## src/rcp_pkg.sv

```systemverilog
// ----------------------------------------------------------------------------
// rcp_pkg
// Shared types and constants for the rational curve pixel classifier.
// ----------------------------------------------------------------------------
package rcp_pkg;

  localparam int NUM_REGS = 8;
  localparam int ADDR_W   = 5;

  localparam logic [1:0] SYM_BLANK = 2'd0;
  localparam logic [1:0] SYM_CURVE = 2'd1;
  localparam logic [1:0] SYM_AXIS  = 2'd2;

  typedef struct packed {
    logic signed [31:0] x_coord;
    logic signed [31:0] y_coord;
  } in_item_t;

  typedef struct packed {
    logic [1:0] symbol;
    logic       den_zero;
    logic       saturated;
  } out_item_t;

  // Classified work handed from the front part to the back part.
  typedef struct packed {
    logic signed [31:0] num;
    logic signed [31:0] den;
    logic signed [35:0] ykey;
    logic               axis;
    logic               sat;
  } work_t;

endpackage

```

## src/rcp_fifo.sv

```systemverilog
// ----------------------------------------------------------------------------
// rcp_fifo
// Short queue between the evaluator and the key compare.
// ----------------------------------------------------------------------------
module rcp_fifo
  import rcp_pkg::*;
#(
  parameter int DEPTH = 8
) (
  input  logic  clk,
  input  logic  rst_n,
  input  logic  wr_en,
  input  work_t wr_data,
  output logic  rd_vld,
  input  logic  rd_en,
  output work_t rd_data,
  output logic  [$clog2(DEPTH+1)-1:0] count_r
);

  localparam int AW = $clog2(DEPTH);

  work_t mem [DEPTH];
  logic [AW-1:0] wp_r;
  logic [AW-1:0] rp_r;

  assign rd_vld  = count_r != '0;
  assign rd_data = mem[rp_r];

  always_ff @(posedge clk) begin
    if (!rst_n) begin
      wp_r    <= '0;
      rp_r    <= '0;
      count_r <= '0;
    end else begin
      if (wr_en) wp_r <= (wp_r == AW'(DEPTH-1)) ? '0 : wp_r + 1'b1;
      if (rd_en) rp_r <= (rp_r == AW'(DEPTH-1)) ? '0 : rp_r + 1'b1;
      count_r <= count_r + (wr_en ? 1'b1 : 1'b0) - (rd_en ? 1'b1 : 1'b0);
    end
    if (wr_en) mem[wp_r] <= wr_data;
  end

endmodule

```

## config.mk

```make
export PLATFORM = sky130hd
export DESIGN_NAME = rcp_fifo
export DESIGN_NICKNAME = d
export VERILOG_FILES = /design/src/rcp_pkg.sv /design/src/rcp_fifo.sv
export SDC_FILE = /design/constraint.sdc
export NUM_CORES = 1
export LEC_CHECK = 0
export BUFFER_PORTS_ARGS = -buffer_cell sky130_fd_sc_hd__buf_4
export CELL_PAD_IN_SITES_DETAIL_PLACEMENT = 1
export CELL_PAD_IN_SITES_GLOBAL_PLACEMENT = 1
export CORE_MARGIN = 3
export CORE_UTILIZATION = 54
export DETAILED_ROUTE_END_ITERATION = 6
export PLACE_DENSITY_LB_ADDON = 0.1
export SLEW_MARGIN = 5
export SYNTH_ARGS = -nofsm -noshare
export SYNTH_HDL_FRONTEND = slang
export SYNTH_SLANG_ARGS = --single-unit
```

## constraint.sdc

```tcl
create_clock -name clk -period 10.35 [get_ports clk]
set_input_delay 1.035 -clock clk [delete_from_list [all_inputs] [get_ports clk]]
set_output_delay 1.035 -clock clk [all_outputs]
set_load 0.02 [all_outputs]
```

==> results.md <==
- Outcome: finished clean
- Largest net degree at the start of global routing: 108
- Syn Area/Cell: 25.0 um2
- Synthesized flop and latch total: 829
- Setup Skew: 0.0127 ns
- Hold slack: 0.555 ns
- Compound-Gate Fraction of Synth Area: 0.120%
- Post-route DRC: 0
- Max IR drop VDD: 157 uV
- Final worst slack: 5.52 ns
- Width of the die: 247 um
- Die height: 247 um
- I/O pins: 213
- Minimum clock period: 4.83 ns
- R2R Setup Slk: 7.10 ns
- Synthesized net count: 1366
- Post-synth top area share: 78.3%
- Max cap viols: 0
- Num CTS Buffers: 84
- YS warnings: 0
- Drt pass-1 iters: 5
- Place WS: 6.03 ns
- Routed wl met3: 3380 um
- H-tree depth: 3
- Total power: 7.22 mW
- Total die area: 0.0609 mm2
- All-layer global routing usage: 21.8%
- Crit path top cell by count: buf_4
- DP HPWL: 34800 um
- Worst Path Required: 9.32 ns
- Drt total wl: 64200 um
- Core Area: 0.0568 mm2
- R2R Path End: mem[4][69]
- Crit path arrival time: 3.80 ns
- Synth Area in XOR/XNOR: 0.0280%
- Post-Syn Instances: 1250
- Max Slew Vio Count: 0
- Number of global-route vias before repair: 15200
- Dpl cells: 2185
- Unique masters post-synth: 28
- Max Fclk: 207 MHz
- CTS Buffer Depth: 3
- CTS tree: built
- Startpoint types: flip-flop
- Wire length per cell: 27.4 um
- Via density: 5.83
- Highest routed layer: met5
- Post-CTS Hold Fix Bufs: 0
- Clk_lat worst skew: 0.62 ns
- CTS sink cnt: 829
- Worst-path cell with the longest stage delay: buf_4
- Post-Layout Cell Count: 2341
- RSZ-0062 raised after global routing: false
- Seq/Total Area, Yosys: 79.1%
- Fill cells: 4484
- TNS Setup: 0 ns
- CTS resizes: 0
- Iteration-0 DRC Markers: 939
- RePlAce Congestion: 0.693
- Crit path largest cell delay: 0.84 ns
- Area occupied by multi-input gates: 0.00616 mm2
- # nets final: 1631
- Crit Path Class: reg -> out
- Most common cell after layout, fill and taps aside: edfxtp_1
- Final setup violation count: 0
- Cells on Worst Hold Path: 2
- Sequential Area: 0.0248 mm2
- Row count: 87
- Met2 WL post-DR: 33200 um
- Final worst-path cycle share: 46.7%
- CP Max Fanout: 49
- Post-CTS Setup Inserts: 0
- Met1 WL: 26500 um
- Worst slew pin tran: 1.07 ns
- Routed vias: 13600
- Most frequent cells in the layout: 816 x edfxtp_1, 236 x buf_4, 204 x mux4_2
- Crit path cell chain: buf_4 > buf_4 > mux4_2 > mux2_2 > buf_4
- Buffers on Ports: 212
- Netlist Area Pre-Place: 0.0313 mm2
- Layout Area Growth over Synthesis: 16.1%
- Pwr per Cell Area: 199 mW/mm2
- Ratio of cells with drive above 1 in the final layout: 42.4%
- CP endpoint kind: output port
- Dominant cells by area after synthesis: edfxtp_1 78%, mux4_2 15%, mux2_2 3.7%, dfxtp_1 0.83%, buf_6 0.61%
- First-pass GRT wire length: 97100 um
- Antenna viol nets, final: 0
- Synth Area in Adders: 0.424%
- Hold Path Origin: rp_r[2]
- Starting Density: 55.1%
- Final hold violation count: 0
- Worst Reg2Reg Path Length in Cells: 4
- Largest family of logic cells by synthesized area: multiplexers
- Worst r2r src: wp_r[2]
- Initial antenna violation count: 4
- Relative slew margins: 28.5%
- Leakage power: 11.6 nW
- Cell taking the most area after synthesis: edfxtp_1
- Hold Crit Class: reg -> reg
- Clock root buffer: clkbuf_16
- Multiplexer share of the synthesized area: 18.5%
- Worst-path clk slew: 0.06 ns
- Synth Area in Simple Gates: 0.476%
- Gr ovfl total: 0
per-stage QoR:
step	util (%)	area, um2
global placement	59.3	33700
CTS	63.9	36300
finish	63.9	36300
detailed placement	59.3	33700
floorplan	-	31300
global route	63.9	36300
sequential cells by signal, indices dropped and copies added (netlist names), named ones only:
signal,flops
count_r,4
rp_r,3
mem,816
wp_r,3
cells by family after synthesis:
kind of cell | Yosys count
flip-flops | 829
AO/OA/AOI/OAI | 6
multiplexers | 309
AND/OR/NAND/NOR | 29
buffers and inverters | 66
adder cells (fa/ha/maj) | 10
XOR/XNOR | 1
synthesized netlist by cell type, drive strengths merged:
cell type	count
mux2i	3
nor2	6
o21ai	1
nor3	2
o22ai	2
mux4	204
nand2b	4
mux2	102
xor2	1
and2	6
inv	8
nor2b	3
edfxtp	816
nand2	6
a21oi	1
dfxtp	13
o21a	1
clkbuf	18
a21o	1
buf	40
ha	9
nor3b	1
nand3	1
fa	1
worst max-delay path, delay by kind of cell (launching register included):
family	cells	cell delay (ns)
buf+inv	3	1.77
mux	2	0.90
flops	1	0.41
final cells by class:
| type | instances | share of cell area, % |
|---|---|---|
| inverters | 8 | 0.0827 |
| clock inverters | 58 | 1.25 |
| flip-flops and latches | 829 | 68.2 |
| repair buffers | 237 | 4.93 |
| multi-input cells | 355 | 16.9 |
| diodes | 1 | 0.00689 |
| well taps | 756 | 2.60 |
| clock buffers | 97 | 5.98 |
worst max-delay path by stage:
stage                    from      endpoint  cells after the start
finish              flip-flop   rd_data[82]                      5
floorplan               wr_en     mem[0][0]                      2
global placement    flip-flop   rd_data[89]                      5
detailed placement  flip-flop  rd_data[100]                      5
CTS                 flip-flop  rd_data[100]                      5
global route        flip-flop   rd_data[82]                      5
power by group:
part | switching [mW] | internal [mW] | total (mW)
Combinational | 0.303 | 0.260 | 0.563
Sequential | 0.0220 | 3.76 | 3.79
Clock | 1.22 | 1.66 | 2.88
metal layers:
layer,vias up,GRT usage [%]
met4,6,4.99
li1,5887,-
met1,7339,29.8
met2,328,36.3
met5,-,0
met3,87,4.96
No activity file was read; power rests on OpenSTA's default activity.
